<file path="config.mk">
export PLATFORM = sky130hd
export DESIGN_NAME = gamepad_direction_event_generator_flat
export DESIGN_NICKNAME = d
export VERILOG_FILES = /design/src/gdeg_pkg.sv /design/src/gdeg_if.sv /design/src/gdeg_front.sv /design/src/gdeg_queue.sv /design/src/gdeg_back.sv /design/src/gamepad_direction_event_generator.sv /design/src/flat_wrapper.sv
export SDC_FILE = /design/constraint.sdc
export NUM_CORES = 1
export LEC_CHECK = 0
export ABC_AREA = 1
export BUFFER_PORTS_ARGS = -buffer_cell sky130_fd_sc_hd__clkbuf_2
export CAP_MARGIN = 10
export CORE_MARGIN = 3
export CORE_UTILIZATION = 55
export CTS_CLUSTER_DIAMETER = 200
export DETAILED_ROUTE_END_ITERATION = 16
export GPL_TIMING_DRIVEN = 0
export PLACE_DENSITY_LB_ADDON = 0.2
export SLEW_MARGIN = 15
export SYNTH_ARGS = -nofsm -noshare
export SYNTH_HDL_FRONTEND = slang
export SYNTH_HIERARCHICAL = 1
export SYNTH_SLANG_ARGS = --single-unit
export TNS_END_PERCENT = 100
</file>
<file path="constraint.sdc">
create_clock -name clk -period 3.2 [get_ports clk]
set_input_delay 0.32 -clock clk [delete_from_list [all_inputs] [get_ports clk]]
set_output_delay 0.32 -clock clk [all_outputs]
set_load 0.01 [all_outputs]
</file>
<file path="src/gdeg_pkg.sv">
`timescale 1ns / 1ps
`default_nettype none
package gdeg_pkg;

  localparam int unsigned   DZ_W       = 15;
  localparam logic [14:0]   DZ_RESET   = 15'd8000;
  localparam logic [15:0]   POS_STEP   = 16'd32767;
  localparam logic [15:0]   POS_FAR    = 16'd65534;
  localparam int unsigned   Q_DEPTH    = 2;
  localparam int unsigned   Q_PTR_W    = $clog2(Q_DEPTH);
  localparam int unsigned   Q_CNT_W    = $clog2(Q_DEPTH + 1);

  localparam logic [1:0]    DIR_NEG    = 2'b11;
  localparam logic [1:0]    DIR_CTR    = 2'b00;
  localparam logic [1:0]    DIR_POS    = 2'b01;

  typedef enum logic [1:0] {
    EV_MOVE    = 2'd0,
    EV_PRESS   = 2'd1,
    EV_RELEASE = 2'd2
  } event_kind_t;

  typedef struct packed {
    logic [1:0] dir_x;
    logic [1:0] dir_y;
    logic [3:0] face;
    logic       move;
    logic [3:0] chg;
  } job_t;

  typedef struct packed {
    logic push;
    job_t job;
  } q_wr_t;

  typedef struct packed {
    logic avail;
    job_t job;
  } q_rd_t;

  function automatic logic [15:0] dir_to_pos(input logic [1:0] dir);
    logic [15:0] pos;
    unique case (dir)
      DIR_NEG: pos = 16'd0;
      DIR_POS: pos = POS_FAR;
      default: pos = POS_STEP;
    endcase
    return pos;
  endfunction

endpackage
`default_nettype wire

</file>
<file path="src/gdeg_if.sv">
`timescale 1ns / 1ps
`default_nettype none
interface gdeg_in_if;
  logic               valid;
  logic               ready;
  logic               read_ok;
  logic [15:0]        raw_buttons;
  logic signed [15:0] stick_x;
  logic signed [15:0] stick_y;

  modport source (output valid, read_ok, raw_buttons, stick_x, stick_y, input ready);
  modport sink   (input valid, read_ok, raw_buttons, stick_x, stick_y, output ready);
endinterface

interface gdeg_out_if;
  logic        valid;
  logic        ready;
  logic [1:0]  event_kind;
  logic [1:0]  button_index;
  logic [3:0]  button_mask;
  logic [15:0] pos_x;
  logic [15:0] pos_y;
  logic        last_of_run;

  modport source (output valid, event_kind, button_index, button_mask, pos_x, pos_y,
                  last_of_run, input ready);
  modport sink   (input valid, event_kind, button_index, button_mask, pos_x, pos_y,
                  last_of_run, output ready);
endinterface
`default_nettype wire

</file>
<file path="src/gdeg_front.sv">
`timescale 1ns / 1ps
`default_nettype none
module gdeg_front
  import gdeg_pkg::*;
(
  input  wire logic            clk,
  input  wire logic            rst_n,
  input  wire logic [DZ_W-1:0] deadzone,
  gdeg_in_if.sink              in_ch,
  input  wire logic            q_full,
  output q_wr_t                q_wr
);

  logic [1:0]         prev_x_r, prev_y_r;
  logic [3:0]         prev_face_r;
  logic [1:0]         dx, dy;
  logic [3:0]         face;
  logic signed [16:0] sx_w, sy_w, dz_w;
  logic signed [16:0] sx_sum, sx_dif, sy_sum, sy_dif;
  logic               accept;

  assign in_ch.ready = !q_full;
  assign accept      = in_ch.valid && in_ch.ready;

  assign sx_w   = {in_ch.stick_x[15], in_ch.stick_x};
  assign sy_w   = {in_ch.stick_y[15], in_ch.stick_y};
  assign dz_w   = {2'b00, deadzone};
  assign sx_sum = sx_w + dz_w;
  assign sx_dif = dz_w - sx_w;
  assign sy_sum = sy_w + dz_w;
  assign sy_dif = dz_w - sy_w;
  assign face   = in_ch.raw_buttons[15:12];

  always_comb begin
    priority if (in_ch.raw_buttons[3]) begin
      dx = DIR_POS;
    end else if (in_ch.raw_buttons[2]) begin
      dx = DIR_NEG;
    end else if (sx_sum[16]) begin
      dx = DIR_NEG;
    end else if (sx_dif[16]) begin
      dx = DIR_POS;
    end else begin
      dx = DIR_CTR;
    end
  end

  always_comb begin
    priority if (in_ch.raw_buttons[1]) begin
      dy = DIR_POS;
    end else if (in_ch.raw_buttons[0]) begin
      dy = DIR_NEG;
    end else if (sy_sum[16]) begin
      dy = DIR_POS;
    end else if (sy_dif[16]) begin
      dy = DIR_NEG;
    end else begin
      dy = DIR_CTR;
    end
  end

  always_comb begin
    q_wr.job.dir_x = dx;
    q_wr.job.dir_y = dy;
    q_wr.job.face  = face;
    q_wr.job.move  = (dx != prev_x_r) || (dy != prev_y_r);
    q_wr.job.chg   = face ^ prev_face_r;
    q_wr.push      = accept && in_ch.read_ok && (q_wr.job.move || (|q_wr.job.chg));
  end

  always_ff @(posedge clk) begin
    if (!rst_n) begin
      prev_x_r    <= DIR_CTR;
      prev_y_r    <= DIR_CTR;
      prev_face_r <= 4'd0;
    end else if (accept && in_ch.read_ok) begin
      prev_x_r    <= dx;
      prev_y_r    <= dy;
      prev_face_r <= face;
    end
  end

endmodule
`default_nettype wire

</file>
<file path="src/gdeg_queue.sv">
`timescale 1ns / 1ps
`default_nettype none
module gdeg_queue
  import gdeg_pkg::*;
(
  input  wire logic  clk,
  input  wire logic  rst_n,
  input  wire q_wr_t q_wr,
  output logic       q_full,
  input  wire logic  pop,
  output q_rd_t      q_rd
);

  job_t                 mem_r [Q_DEPTH];
  logic [Q_PTR_W-1:0]   wr_ptr_r, rd_ptr_r;
  logic [Q_CNT_W-1:0]   cnt_r;
  logic                 do_pop;

  assign q_full     = (cnt_r == Q_CNT_W'(Q_DEPTH));
  assign q_rd.avail = (cnt_r != '0);
  assign q_rd.job   = mem_r[rd_ptr_r];
  assign do_pop     = pop && q_rd.avail;

  always_ff @(posedge clk) begin
    if (q_wr.push && !q_full) begin
      mem_r[wr_ptr_r] <= q_wr.job;
    end
  end

  always_ff @(posedge clk) begin
    if (!rst_n) begin
      wr_ptr_r <= '0;
      rd_ptr_r <= '0;
      cnt_r    <= '0;
    end else begin
      if (q_wr.push && !q_full) begin
        wr_ptr_r <= (wr_ptr_r == Q_PTR_W'(Q_DEPTH - 1)) ? '0 : wr_ptr_r + 1'b1;
      end
      if (do_pop) begin
        rd_ptr_r <= (rd_ptr_r == Q_PTR_W'(Q_DEPTH - 1)) ? '0 : rd_ptr_r + 1'b1;
      end
      unique case ({q_wr.push && !q_full, do_pop})
        2'b10:   cnt_r <= cnt_r + 1'b1;
        2'b01:   cnt_r <= cnt_r - 1'b1;
        default: cnt_r <= cnt_r;
      endcase
    end
  end

endmodule
`default_nettype wire

</file>
<file path="src/gdeg_back.sv">
`timescale 1ns / 1ps
`default_nettype none
module gdeg_back
  import gdeg_pkg::*;
(
  input  wire logic  clk,
  input  wire logic  rst_n,
  input  wire q_rd_t q_rd,
  output logic       pop,
  gdeg_out_if.source out_ch
);

  logic        cur_valid_r, cur_valid_nxt;
  job_t        cur_r, cur_nxt;
  logic        out_valid_r;
  logic [1:0]  kind_r, idx_r;
  logic [3:0]  mask_r;
  logic [15:0] pos_x_r, pos_y_r;
  logic        last_r;

  logic        emit, ev_last;
  logic [1:0]  ev_idx;
  event_kind_t ev_kind;
  logic [3:0]  chg_left;

  assign emit = cur_valid_r && (!out_valid_r || out_ch.ready);

  always_comb begin
    priority if (cur_r.chg[0]) begin
      ev_idx = 2'd0;
    end else if (cur_r.chg[1]) begin
      ev_idx = 2'd1;
    end else if (cur_r.chg[2]) begin
      ev_idx = 2'd2;
    end else begin
      ev_idx = 2'd3;
    end
  end

  always_comb begin
    chg_left = cur_r.chg;
    if (cur_r.move) begin
      ev_kind = EV_MOVE;
    end else begin
      ev_kind          = cur_r.face[ev_idx] ? EV_PRESS : EV_RELEASE;
      chg_left[ev_idx] = 1'b0;
    end
    ev_last = (chg_left == 4'd0);
  end

  always_comb begin
    cur_nxt       = cur_r;
    cur_valid_nxt = cur_valid_r;
    pop           = 1'b0;
    if (emit) begin
      cur_nxt.move = 1'b0;
      cur_nxt.chg  = chg_left;
    end
    if (!cur_valid_r || (emit && ev_last)) begin
      pop           = q_rd.avail;
      cur_valid_nxt = q_rd.avail;
      cur_nxt       = q_rd.job;
    end
  end

  always_ff @(posedge clk) begin
    if (!rst_n) begin
      cur_valid_r <= 1'b0;
      out_valid_r <= 1'b0;
    end else begin
      cur_valid_r <= cur_valid_nxt;
      if (emit) begin
        out_valid_r <= 1'b1;
      end else if (out_ch.ready) begin
        out_valid_r <= 1'b0;
      end
    end
  end

  always_ff @(posedge clk) begin
    cur_r <= cur_nxt;
    if (emit) begin
      kind_r  <= ev_kind;
      idx_r   <= cur_r.move ? 2'd0 : ev_idx;
      mask_r  <= cur_r.face;
      pos_x_r <= dir_to_pos(cur_r.dir_x);
      pos_y_r <= dir_to_pos(cur_r.dir_y);
      last_r  <= ev_last;
    end
  end

  assign out_ch.valid        = out_valid_r;
  assign out_ch.event_kind   = kind_r;
  assign out_ch.button_index = idx_r;
  assign out_ch.button_mask  = mask_r;
  assign out_ch.pos_x        = pos_x_r;
  assign out_ch.pos_y        = pos_y_r;
  assign out_ch.last_of_run  = last_r;

`ifndef SYNTHESIS
  a_job_pending: assert property (@(posedge clk) disable iff (!rst_n)
    cur_valid_r |-> (cur_r.move || (cur_r.chg != 4'd0)))
    else $error("held job has no pending event");

  a_press_mask: assert property (@(posedge clk) disable iff (!rst_n)
    (out_valid_r && kind_r == EV_PRESS) |-> mask_r[idx_r])
    else $error("press event on a released button");

  a_release_mask: assert property (@(posedge clk) disable iff (!rst_n)
    (out_valid_r && kind_r == EV_RELEASE) |-> !mask_r[idx_r])
    else $error("release event on a pressed button");

  a_pop_idle: assert property (@(posedge clk) disable iff (!rst_n)
    pop |-> (!cur_valid_r || (emit && ev_last)))
    else $error("queue popped while a job is still running");
`endif

endmodule
`default_nettype wire

</file>
<file path="src/gamepad_direction_event_generator.sv">
`timescale 1ns / 1ps
`default_nettype none
// Gamepad direction event generator. Each valid sample is reduced to a
// direction per axis and a face button mask; a move event if a direction
// changed, then one press or release event per changed face button (A, B,
// X, Y) follow. Samples are taken one per cycle while the two-entry job
// queue has room; a failed read or an unchanged sample is absorbed in that
// cycle and gives nothing. The event stage issues one event per cycle while
// the output is not stalled; a sample with n events (1 to 5) holds it until
// all n are issued. Deadzone writes apply to samples taken afterwards.
module gamepad_direction_event_generator
  import gdeg_pkg::*;
(
  input  wire logic            clk,
  input  wire logic            rst_n,
  input  wire logic            cfg_we,
  input  wire logic [DZ_W-1:0] cfg_wdata,
  gdeg_in_if.sink              in_ch,
  gdeg_out_if.source           out_ch
);

  logic [DZ_W-1:0] deadzone_r;
  q_wr_t           q_wr;
  q_rd_t           q_rd;
  logic            q_full;
  logic            pop;

  always_ff @(posedge clk) begin
    if (!rst_n) begin
      deadzone_r <= DZ_RESET;
    end else if (cfg_we) begin
      deadzone_r <= cfg_wdata;
    end
  end

  gdeg_front u_front (
    .clk      (clk),
    .rst_n    (rst_n),
    .deadzone (deadzone_r),
    .in_ch    (in_ch),
    .q_full   (q_full),
    .q_wr     (q_wr)
  );

  gdeg_queue u_queue (
    .clk    (clk),
    .rst_n  (rst_n),
    .q_wr   (q_wr),
    .q_full (q_full),
    .pop    (pop),
    .q_rd   (q_rd)
  );

  gdeg_back u_back (
    .clk    (clk),
    .rst_n  (rst_n),
    .q_rd   (q_rd),
    .pop    (pop),
    .out_ch (out_ch)
  );

endmodule
`default_nettype wire
</file>
<file path="src/flat_wrapper.sv">
// flat-port wrapper written by rule: the top's interface ports become plain ports
module gamepad_direction_event_generator_flat import gdeg_pkg::*;
  (clk, rst_n, cfg_we, cfg_wdata, in_ch_valid, in_ch_read_ok, in_ch_raw_buttons, in_ch_stick_x, in_ch_stick_y, in_ch_ready, out_ch_valid, out_ch_event_kind, out_ch_button_index, out_ch_button_mask, out_ch_pos_x, out_ch_pos_y, out_ch_last_of_run, out_ch_ready);
  gdeg_in_if in_ch_i ();
  gdeg_out_if out_ch_i ();
  input  wire logic clk;
  input  wire logic rst_n;
  input  wire logic cfg_we;
  input  wire logic [DZ_W-1:0] cfg_wdata;
  input wire logic [$bits(in_ch_i.valid)-1:0] in_ch_valid;
  input wire logic [$bits(in_ch_i.read_ok)-1:0] in_ch_read_ok;
  input wire logic [$bits(in_ch_i.raw_buttons)-1:0] in_ch_raw_buttons;
  input wire logic [$bits(in_ch_i.stick_x)-1:0] in_ch_stick_x;
  input wire logic [$bits(in_ch_i.stick_y)-1:0] in_ch_stick_y;
  output wire logic [$bits(in_ch_i.ready)-1:0] in_ch_ready;
  output wire logic [$bits(out_ch_i.valid)-1:0] out_ch_valid;
  output wire logic [$bits(out_ch_i.event_kind)-1:0] out_ch_event_kind;
  output wire logic [$bits(out_ch_i.button_index)-1:0] out_ch_button_index;
  output wire logic [$bits(out_ch_i.button_mask)-1:0] out_ch_button_mask;
  output wire logic [$bits(out_ch_i.pos_x)-1:0] out_ch_pos_x;
  output wire logic [$bits(out_ch_i.pos_y)-1:0] out_ch_pos_y;
  output wire logic [$bits(out_ch_i.last_of_run)-1:0] out_ch_last_of_run;
  input wire logic [$bits(out_ch_i.ready)-1:0] out_ch_ready;
  assign in_ch_i.valid = in_ch_valid;
  assign in_ch_i.read_ok = in_ch_read_ok;
  assign in_ch_i.raw_buttons = in_ch_raw_buttons;
  assign in_ch_i.stick_x = in_ch_stick_x;
  assign in_ch_i.stick_y = in_ch_stick_y;
  assign in_ch_ready = in_ch_i.ready;
  assign out_ch_valid = out_ch_i.valid;
  assign out_ch_event_kind = out_ch_i.event_kind;
  assign out_ch_button_index = out_ch_i.button_index;
  assign out_ch_button_mask = out_ch_i.button_mask;
  assign out_ch_pos_x = out_ch_i.pos_x;
  assign out_ch_pos_y = out_ch_i.pos_y;
  assign out_ch_last_of_run = out_ch_i.last_of_run;
  assign out_ch_i.ready = out_ch_ready;
  gamepad_direction_event_generator u_core (.clk(clk), .rst_n(rst_n), .cfg_we(cfg_we), .cfg_wdata(cfg_wdata), .in_ch(in_ch_i), .out_ch(out_ch_i));
endmodule
</file>
==> results_tabular.tex, run 1 <==
\begin{tabular}{lr}
\hline
Metric & Value \\
\hline
\multicolumn{2}{l}{\textbf{Outcome}} \\
Status & complete, no violations \\
\multicolumn{2}{l}{\textbf{Timing}} \\
Count of endpoints failing setup in the final report & 0 \\
Setup total negative slack & 0 ns \\
Final Hold Slack & between 0.15 and 0.2 ns \\
Unrepaired setup endpoints after global routing & no \\
Max Transition Viols Final & 0 \\
Slew at the pin closest to its max-slew limit & around 0.71 ns \\
Worst clock skew & 0.0146 ns \\
Slew Limit Headroom & 0.527 \\
Hold violation total from the final report & 0 \\
Fmax & 0.341 GHz \\
Final critical path time including I/O delays and setup & 2.93 ns \\
Post-route fraction of the period consumed by the critical path & 0.916 \\
\multicolumn{2}{l}{\textbf{Clocking}} \\
Clk Latency, worst-skew pair & between 0.3 and 0.4 ns \\
CTS clock-pin slew for the worst setup and hold paths & about 0.09 ns \\
Cell at the root of the clock tree & sky130\_fd\_sc\_hd\_\_clkbuf\_8 \\
Deepest level of the CTS H-tree & 3 \\
Number of sinks on the clock net & between 80 and 90 \\
TritonCTS clock tree & built \\
TritonCTS Buffers & 9 \\
Worst-case clock buffer depth & 2 \\
\# hold bufs at CTS & 0 \\
\multicolumn{2}{l}{\textbf{Layout}} \\
Post-layout util & 0.681 \\
Layout area overhead & 17.1\% \\
Layout cell share with drive strength beyond 1 & 0.308 \\
Antenna diode count & 0 \\
Final-stage net count & between 800 and 900 \\
Non-Filler Cell Area, Final & slightly above 0.006 mm\^{}2 \\
Final Instance Count excl. Fillers & between 800 and 900 \\
\multicolumn{2}{l}{\textbf{Global route}} \\
Wire length of the first global-routing pass & between 15 and 20 mm \\
Vias in the first global route & approximately 3700 \\
Maximum number of pins on one net before global-route repair & 20 \\
Antenna violations before repair & 0 \\
Remaining global-route overflow & 0 \\
Total GRT Usage & 0.194 \\
\multicolumn{2}{l}{\textbf{Synthesis}} \\
Flops \& latches, synth & 84 \\
Most common flop cell mapped by yosys & sky130\_fd\_sc\_hd\_\_edfxtp\_1 \\
Library cell occupying the most area in the post-synthesis netlist & sky130\_fd\_sc\_hd\_\_edfxtp\_1 \\
Post-synth ARST share & 0 \\
Total standard cell area after synthesis & 0.00519 mm\^{}2 \\
Most frequently used cell type in the post-synthesis netlist & sky130\_fd\_sc\_hd\_\_nand2\_1 \\
Number of library cell types mapped by synthesis & 40 \\
Synth top area share & 0.312 \\
Number of synthesized flops with an enable pin & 54 \\
Dominant cells by area after synthesis & sky130\_fd\_sc\_hd\_\_edfxtp\_1 (31\%), sky130\_fd\_sc\_hd\_\_ha\_1 (14\%), sky130\_fd\_sc\_hd\_\_dfxtp\_1 (12\%) \\
Syn\_nets & about 700 \\
Synthesized netlist cell count & between 500 and 600 \\
Mean post-synth cell area & $\sim$9 um\^{}2 \\
Part of the Yosys area used for sequential elements & 0.428 \\
Count of synthesis-stage warnings from yosys & 6 \\
Top post-synthesis cells by count & sky130\_fd\_sc\_hd\_\_nand2\_1 (111), sky130\_fd\_sc\_hd\_\_inv\_1 (88), sky130\_fd\_sc\_hd\_\_nor2\_1 (60) \\
\multicolumn{2}{l}{\textbf{Detailed routing}} \\
Post-detailed-route count of antenna-violating nets & 0 \\
Wire length per cell after detailed routing & approximately 12 um \\
DRC violations left & 0 \\
DRC marker count from the first detailed-route iteration & 130 \\
Total iterations of the first detailed-routing run & 4 \\
Avg Vias per Cell & a little under 5 \\
Final WL & roughly 10 mm \\
Number of vias in the routed layout & about 4000 \\
\multicolumn{2}{l}{\textbf{Die}} \\
Die height & about 100 um \\
Row Count & 34 \\
Horiz. Die Dim & between 100 and 150 um \\
Die ar. & $\sim$0.011 mm\^{}2 \\
Area of the core & just under 0.009 mm\^{}2 \\
Starting density of the core & 0.581 \\
Count of pins on the block boundary & 112 \\
\multicolumn{2}{l}{\textbf{Worst hold path}} \\
Worst Hold Launch & cfg\_wdata[10] \\
Type of the tightest min-delay check & in2reg \\
\multicolumn{2}{l}{\textbf{Flow run}} \\
Number of max-cap violations & 0 \\
\multicolumn{2}{l}{\textbf{Worst setup path}} \\
CP startpoint kind & register \\
Critical path origin & u\_core/deadzone\_r[7]\$\_SDFFE\_PN0P\_ \\
Largest fanout on the critical path & 5 \\
Worst R2R Start & u\_core/deadzone\_r[7]\$\_SDFFE\_PN0P\_ \\
CP endpoint kind & register \\
Critical setup path kind & reg2reg \\
Worst endpoint required time & 3.49 ns \\
Arr. time, crit path & roughly 3.2 ns \\
\multicolumn{2}{l}{\textbf{Placed design}} \\
Weighted congestion reported at the end of routability-driven placement & around 0.83 \\
Placed insts & about 790 \\
Hpwl dp & around 8.0 mm \\
Cell Area, Placed & roughly 0.0058 mm\^{}2 \\
Port buffer count & $\sim$100 \\
\multicolumn{2}{l}{\textbf{Power}} \\
Clock network fraction of design power & 0.264 \\
Lkg Pwr & around 0.0031 uW \\
Fraction of power spent switching nets & 0.313 \\
Share of total power in sequential cells & 0.479 \\
Relative contribution of combinational cells to total power & 0.257 \\
Power spent charging and discharging nets & 920 uW \\
Peak supply drop & 0.000228 V \\
Pwr dens & between 400 and 500 mW/mm\^{}2 \\
Internal power component & between 2000 and 2500 uW \\
\hline
\end{tabular}
[layout make-up]
class	count	area, um^2
multi-input combinational	359	2330
clock inverter	7	80.1
timing repair buffer	103	531
tap	108	135
fill	733	2850
inverter	96	364
clock buffer	9	124
sequential	84	2230
buffer	36	290
[per-layer routing]
metal	global-route usage	vias up	routed length, um
li1	-	2046	-
met1	0.238	1784	4350
met2	0.340	112	4940
met3	0.0409	10	608
met4	0.0608	0	95
met5	0	-	0
[critical path, cell delays in order (launching register included)]
cell and delay (ns):
sky130_fd_sc_hd__dfxtp_2 0.36, sky130_fd_sc_hd__ha_1 0.32, sky130_fd_sc_hd__or2_1 0.26, sky130_fd_sc_hd__nor3_2 0.11, sky130_fd_sc_hd__nand2_1 0.08, sky130_fd_sc_hd__nand2_1 0.12, sky130_fd_sc_hd__nand2_1 0.09, sky130_fd_sc_hd__nand3_2 0.08
sky130_fd_sc_hd__nand2_4 0.07, sky130_fd_sc_hd__nor2_2 0.15, sky130_fd_sc_hd__nand2_1 0.06, sky130_fd_sc_hd__nand2_1 0.08, sky130_fd_sc_hd__nor2_2 0.05, sky130_fd_sc_hd__nand3_2 0.05, sky130_fd_sc_hd__nand2_1 0.05, sky130_fd_sc_hd__inv_1 0.05
sky130_fd_sc_hd__inv_1 0.06, sky130_fd_sc_hd__nor2_4 0.14, sky130_fd_sc_hd__inv_2 0.07, sky130_fd_sc_hd__ha_1 0.30, sky130_fd_sc_hd__inv_1 0.08, sky130_fd_sc_hd__nand2_1 0.05, sky130_fd_sc_hd__nor2_1 0.08, sky130_fd_sc_hd__nor2_1 0.04
sky130_fd_sc_hd__nor2_1 0.10
[state kept, by name (all words and copies together) (netlist names), named ones only]
register	count
u_core/u_front/prev_y_r	2
u_core/u_back/out_ch.pos_x	3
u_core/u_back/out_ch.button_index	2
u_core/u_queue/cnt_r	2
u_core/u_front/prev_x_r	2
u_core/u_back/cur_r	13
u_core/u_back/out_ch.button_mask	4
u_core/u_front/prev_face_r	4
u_core/u_queue/wr_ptr_r	1
u_core/u_back/out_ch.valid	1
u_core/u_queue/rd_ptr_r	1
u_core/u_back/out_ch.event_kind	2
u_core/deadzone_r	15
u_core/u_queue/mem_r	26
u_core/u_back/out_ch.last_of_run	1
u_core/u_back/out_ch.pos_y	3
u_core/u_back/cur_valid_r	1
[cell families after synthesis]
logic type / after synthesis / share of synthesized area
buf+inv: 132 / 0.125
fa+ha+maj: 57 / 0.137
mux: 13 / 0.0354
compound gates: 56 / 0.0653
xor+xnor: 4 / 0.00674
simple gates: 229 / 0.202
flops: 84 / 0.428
[per-stage QoR]
stage | power [uW] | setup slack, ns
6_report | 2940 | 0.267
3_3_place_gp | 2140 | -0.277
4_1_cts | 2960 | 0.0374
5_1_grt | 3120 | 0.00153
3_5_place_dp | 2180 | -0.348
2_1_floorplan | 1940 | 0.333
[timing repair]
action                     CTS  global route
cloned                       0             0
resized for setup            1             5
setup endpoints to repair   13            27
setup buffers                0             1
pin swaps                    0             0
[path summary, 6_finish.rpt]
| path | cells past startpoint | slack [ns] | end |
|---|---|---|---|
| setup reg to reg | 24 | 0.27 | u_core/u_queue/cnt_r[1]$_SDFFE_PN0P_ |
| setup / recovery | 24 | 0.27 | u_core/u_queue/cnt_r[1]$_SDFFE_PN0P_ |
| hold / removal | 3 | 0.19 | u_core/deadzone_r[10]$_SDFFE_PN1P_ |
| hold reg to reg | 0 | 0.47 | u_core/u_back/out_ch.button_mask[2]$_DFFE_PP_ |
[power by group through the flow]
| stage | sequential (uW) | combinational [uW] | clock, uW |
|---|---|---|---|
| 5_1_grt | 1420 | 851 | 848 |
| 3_5_place_dp | 1430 | 745 | 0 |
| 2_1_floorplan | 1420 | 515 | 0 |
| 4_1_cts | 1410 | 753 | 801 |
| 6_report | 1410 | 753 | 776 |
| 3_3_place_gp | 1420 | 713 | 0 |
[placed cells by master (no fill, tap or decap), drive strengths merged]
cell | netlist | layout
clkinvlp | 0 | 2
mux2 | 13 | 13
inv | 96 | 99
a21oi | 31 | 31
and3 | 1 | 1
edfxtp | 54 | 54
or2 | 3 | 3
nand3b | 4 | 4
o21ai | 15 | 15
o211ai | 1 | 1
nor3 | 10 | 10
o22ai | 1 | 1
bufinv | 0 | 1
nand4 | 3 | 3
o21a | 2 | 2
o21bai | 5 | 5
buf | 36 | 37
nor4 | 2 | 2
nand2 | 118 | 118
xor2 | 4 | 4
ha | 57 | 57
nor2 | 68 | 68
clkbuf | 0 | 111
dfxtp | 30 | 30
clkinv | 0 | 1
nand3 | 20 | 20
a31o | 1 | 1
(Power assumes the default switching activity.)
==> inputs of run 2 (changes only) <==
--- a/config.mk
+++ b/config.mk
@@ -6,12 +6,12 @@
 export NUM_CORES = 1
 export LEC_CHECK = 0
 export ABC_AREA = 1
-export BUFFER_PORTS_ARGS = -buffer_cell sky130_fd_sc_hd__clkbuf_2
 export CAP_MARGIN = 10
 export CORE_MARGIN = 3
 export CORE_UTILIZATION = 55
 export CTS_CLUSTER_DIAMETER = 200
 export DETAILED_ROUTE_END_ITERATION = 16
+export DONT_BUFFER_PORTS = 1
 export GPL_TIMING_DRIVEN = 0
 export PLACE_DENSITY_LB_ADDON = 0.2
 export SLEW_MARGIN = 15
==> run 2 against run 1 <==
Hold slack worse by 0.097 ns; global-route usage shrank 0.39 points; critical endpoint unchanged; clock skew shrank 0.0036 ns; routed wire length is 4.5% lower; via count down 10%; flip-flop and latch count stayed put; count of clock-buffer cells in the layout up 1; critical path type unchanged; fmax hardly changed; highest routed layer unchanged.
==> results_tabular.tex, run 2 (synthesized netlist as in run 1, its figures left out) <==
\begin{tabular}{lr}
\hline
Metric & Value \\
\hline
\multicolumn{2}{l}{\textbf{Outcome}} \\
Status & complete, no violations \\
\multicolumn{2}{l}{\textbf{Power}} \\
Pwr dens & 494 mW/mm\^{}2 (+2.3\%) \\
Peak supply drop & 0.000309 V (+36\%) \\
Lkg Pwr & 0.00266 uW (-14\%) \\
\multicolumn{2}{l}{\textbf{Detailed routing}} \\
Avg Vias per Cell & 5.07 (+2.9\%) \\
DRC violations left & 0 (unchanged) \\
Number of vias in the routed layout & 3543 (-10\%) \\
Total iterations of the first detailed-routing run & 4 (unchanged) \\
Final WL & 9.55 mm (-4.5\%) \\
Wire length per cell after detailed routing & 13.7 um (+9.6\%) \\
DRC marker count from the first detailed-route iteration & 100 (-23\%) \\
Post-detailed-route count of antenna-violating nets & 0 (unchanged) \\
\multicolumn{2}{l}{\textbf{Layout}} \\
Final-stage net count & 712 (-13\%) \\
Commonest cells after routing, fill and taps aside & sky130\_fd\_sc\_hd\_\_nand2\_1 (111), sky130\_fd\_sc\_hd\_\_inv\_1 (87), sky130\_fd\_sc\_hd\_\_nor2\_1 (58) \\
Antenna diode count & 0 (unchanged) \\
Final Instance Count excl. Fillers & 699 (-13\%) \\
Registers with the most flip-flops & u\_core/u\_queue/mem\_r: 26 flops, u\_core/deadzone\_r: 15 flops, u\_core/u\_back/cur\_r: 13 flops \\
Layout cell share with drive strength beyond 1 & 0.190 (-0.119) \\
Layout area overhead & 6.58\% \\
Number of inserted filler cells in the final layout & 761 (+3.8\%) \\
Post-layout util & 0.620 (-0.0611) \\
Leading cell type in the layout, fill and taps excluded & sky130\_fd\_sc\_hd\_\_nand2\_1 \\
Max FFs per register & 26 (unchanged) \\
Non-Filler Cell Area, Final & 0.00554 mm\^{}2 (-9.0\%) \\
Most flop-heavy register & u\_core/u\_queue/mem\_r \\
\multicolumn{2}{l}{\textbf{Worst setup path}} \\
Largest fanout on the critical path & 5 (unchanged) \\
CP startpoint kind & register \\
Worst endpoint required time & 3.49 ns (about the same) \\
CP endpoint kind & register \\
Critical setup path kind & reg2reg \\
Arr. time, crit path & 3.23 ns (about the same) \\
Worst-case reg-to-reg path depth & 24 (unchanged) \\
\multicolumn{2}{l}{\textbf{Worst hold path}} \\
Worst hold path stage count & 2 (-1) \\
Type of the tightest min-delay check & in2reg \\
\multicolumn{2}{l}{\textbf{Die}} \\
Horiz. Die Dim & 103 um (unchanged) \\
Row Count & 34 (unchanged) \\
Die height & 103 um (unchanged) \\
Die ar. & 0.0106 mm\^{}2 (unchanged) \\
Starting density of the core & 0.581 (unchanged) \\
Area of the core & 0.00893 mm\^{}2 (unchanged) \\
Count of pins on the block boundary & 112 (unchanged) \\
\multicolumn{2}{l}{\textbf{Timing}} \\
Final critical path time including I/O delays and setup & 2.93 ns (-0.000879 ns) \\
Slew Limit Headroom & 0.533 (+0.00568) \\
Unrepaired setup endpoints after global routing & no \\
Slew at the pin closest to its max-slew limit & 0.700 ns (-0.00851 ns) \\
Post-route fraction of the period consumed by the critical path & 0.916 (about the same) \\
Worst clock skew & 0.0110 ns (-0.00362 ns) \\
Final Hold Slack & 0.0883 ns (-0.0969 ns) \\
Final worst slack & 0.268 ns (+0.000879 ns) \\
Fmax & 0.341 GHz (about the same) \\
Max Transition Viols Final & 0 (unchanged) \\
Count of endpoints failing setup in the final report & 0 (unchanged) \\
Hold violation total from the final report & 0 (unchanged) \\
\multicolumn{2}{l}{\textbf{Clocking}} \\
Cells resized by post-CTS repair & 1 (unchanged) \\
TritonCTS clock tree & built \\
Post-CTS setup buffers & 0 (unchanged) \\
Clk Latency, worst-skew pair & 0.35 ns (about the same) \\
\# hold bufs at CTS & 0 (unchanged) \\
Number of sinks on the clock net & 84 (unchanged) \\
Deepest level of the CTS H-tree & 3 (unchanged) \\
Worst-case clock buffer depth & 2 (unchanged) \\
CTS clock-pin slew for the worst setup and hold paths & 0.09 ns (about the same) \\
Cell at the root of the clock tree & sky130\_fd\_sc\_hd\_\_clkbuf\_8 \\
TritonCTS Buffers & 9 (unchanged) \\
\multicolumn{2}{l}{\textbf{Placed design}} \\
Cell Area, Placed & 0.00533 mm\^{}2 (-8.7\%) \\
Placed insts & 683 (-13\%) \\
Port buffer count & 0 (-100\%) \\
Hpwl dp & 7.72 mm (-3.1\%) \\
Weighted congestion reported at the end of routability-driven placement & 0.773 (-7.1\%) \\
Pre-CTS worst setup slack & -0.301 ns (+0.0470 ns) \\
\multicolumn{2}{l}{\textbf{Global route}} \\
Wire length of the first global-routing pass & 15.7 mm (-3.1\%) \\
Vias in the first global route & 3433 (-7.8\%) \\
Total GRT Usage & 0.190 (-0.00390) \\
Remaining global-route overflow & 0 (unchanged) \\
Maximum number of pins on one net before global-route repair & 20 (unchanged) \\
Antenna violations before repair & 0 (unchanged) \\
\multicolumn{2}{l}{\textbf{Flow run}} \\
Number of max-cap violations & 0 (unchanged) \\
\hline
\end{tabular}
==> run 2: worst paths after layout <==
path / startpoint / endpoint / slack [ns]
min: rst_n / u_core/u_queue/cnt_r[1]$_SDFFE_PN0P_ / 0.09
max: u_core/deadzone_r[7]$_SDFFE_PN0P_ / u_core/u_queue/cnt_r[1]$_SDFFE_PN0P_ / 0.27
max reg2reg: u_core/deadzone_r[7]$_SDFFE_PN0P_ / u_core/u_queue/cnt_r[1]$_SDFFE_PN0P_ / 0.27
min reg2reg: u_core/u_back/cur_r[5]$_DFFE_PP_ / u_core/u_back/out_ch.button_mask[0]$_DFFE_PP_ / 0.46
==> run 2: routing by layer <==
metal,vias up,part of all wire,global-route usage,wire (um)
met5,-,0,0,0
met1,1606,0.44,0.235,4220
met4,0,0.013,0.0538,121
met2,89,0.48,0.326,4630
met3,9,0.061,0.0510,581
li1,1839,-,-,-
==> run 2: cell type report <==
| type | count | area [um^2] | share of cell area |
|---|---|---|---|
| buffer | 36 | 290 | 0.0524 |
| clock buffer | 10 | 128 | 0.0231 |
| clock inverter | 6 | 47.5 | 0.00859 |
| inverter | 96 | 364 | 0.0658 |
| multi-input combinational | 359 | 2340 | 0.423 |
| sequential | 84 | 2230 | 0.402 |
| tap | 108 | 135 | 0.0244 |
==> run 2: report_power, final <==
part | total (uW) | switching (uW) | leakage (uW) | internal (uW)
combinational | 621 | 358 | 0.00182 | 263
sequential | 1430 | 117 | 0.000758 | 1310
clock | 686 | 395 | 0.0000842 | 291
==> run 2: metrics by stage <==
stage / total power [uW] / setup TNS, ns
6_report: 2730 / 0
5_1_grt: 2920 / 0
4_1_cts: 2750 / 0
3_5_place_dp: 2070 / -3.90
3_3_place_gp: 2030 / -2.98
2_1_floorplan: 1940 / 0
==> run 2: worst max-delay path, cell delays in order, from the launching register on <==
cell                      delay, ns
sky130_fd_sc_hd__dfxtp_2       0.36
sky130_fd_sc_hd__ha_1          0.32
sky130_fd_sc_hd__or2_1         0.26
sky130_fd_sc_hd__nor3_2        0.11
sky130_fd_sc_hd__nand2_1       0.06
sky130_fd_sc_hd__nand2_1       0.13
sky130_fd_sc_hd__nand2_1       0.08
sky130_fd_sc_hd__nand3_2       0.08
sky130_fd_sc_hd__nand2_4       0.07
sky130_fd_sc_hd__nor2_2        0.14
sky130_fd_sc_hd__nand2_1       0.06
sky130_fd_sc_hd__nand2_1       0.08
sky130_fd_sc_hd__nor2_2        0.05
sky130_fd_sc_hd__nand3_2       0.05
sky130_fd_sc_hd__nand2_1       0.05
sky130_fd_sc_hd__inv_1         0.05
sky130_fd_sc_hd__inv_1         0.05
sky130_fd_sc_hd__nor2_4        0.13
sky130_fd_sc_hd__inv_2         0.07
sky130_fd_sc_hd__ha_1          0.31
sky130_fd_sc_hd__inv_1         0.08
sky130_fd_sc_hd__nand2_1       0.06
sky130_fd_sc_hd__nor2_1        0.09
sky130_fd_sc_hd__nor2_1        0.05
sky130_fd_sc_hd__nor2_1        0.09
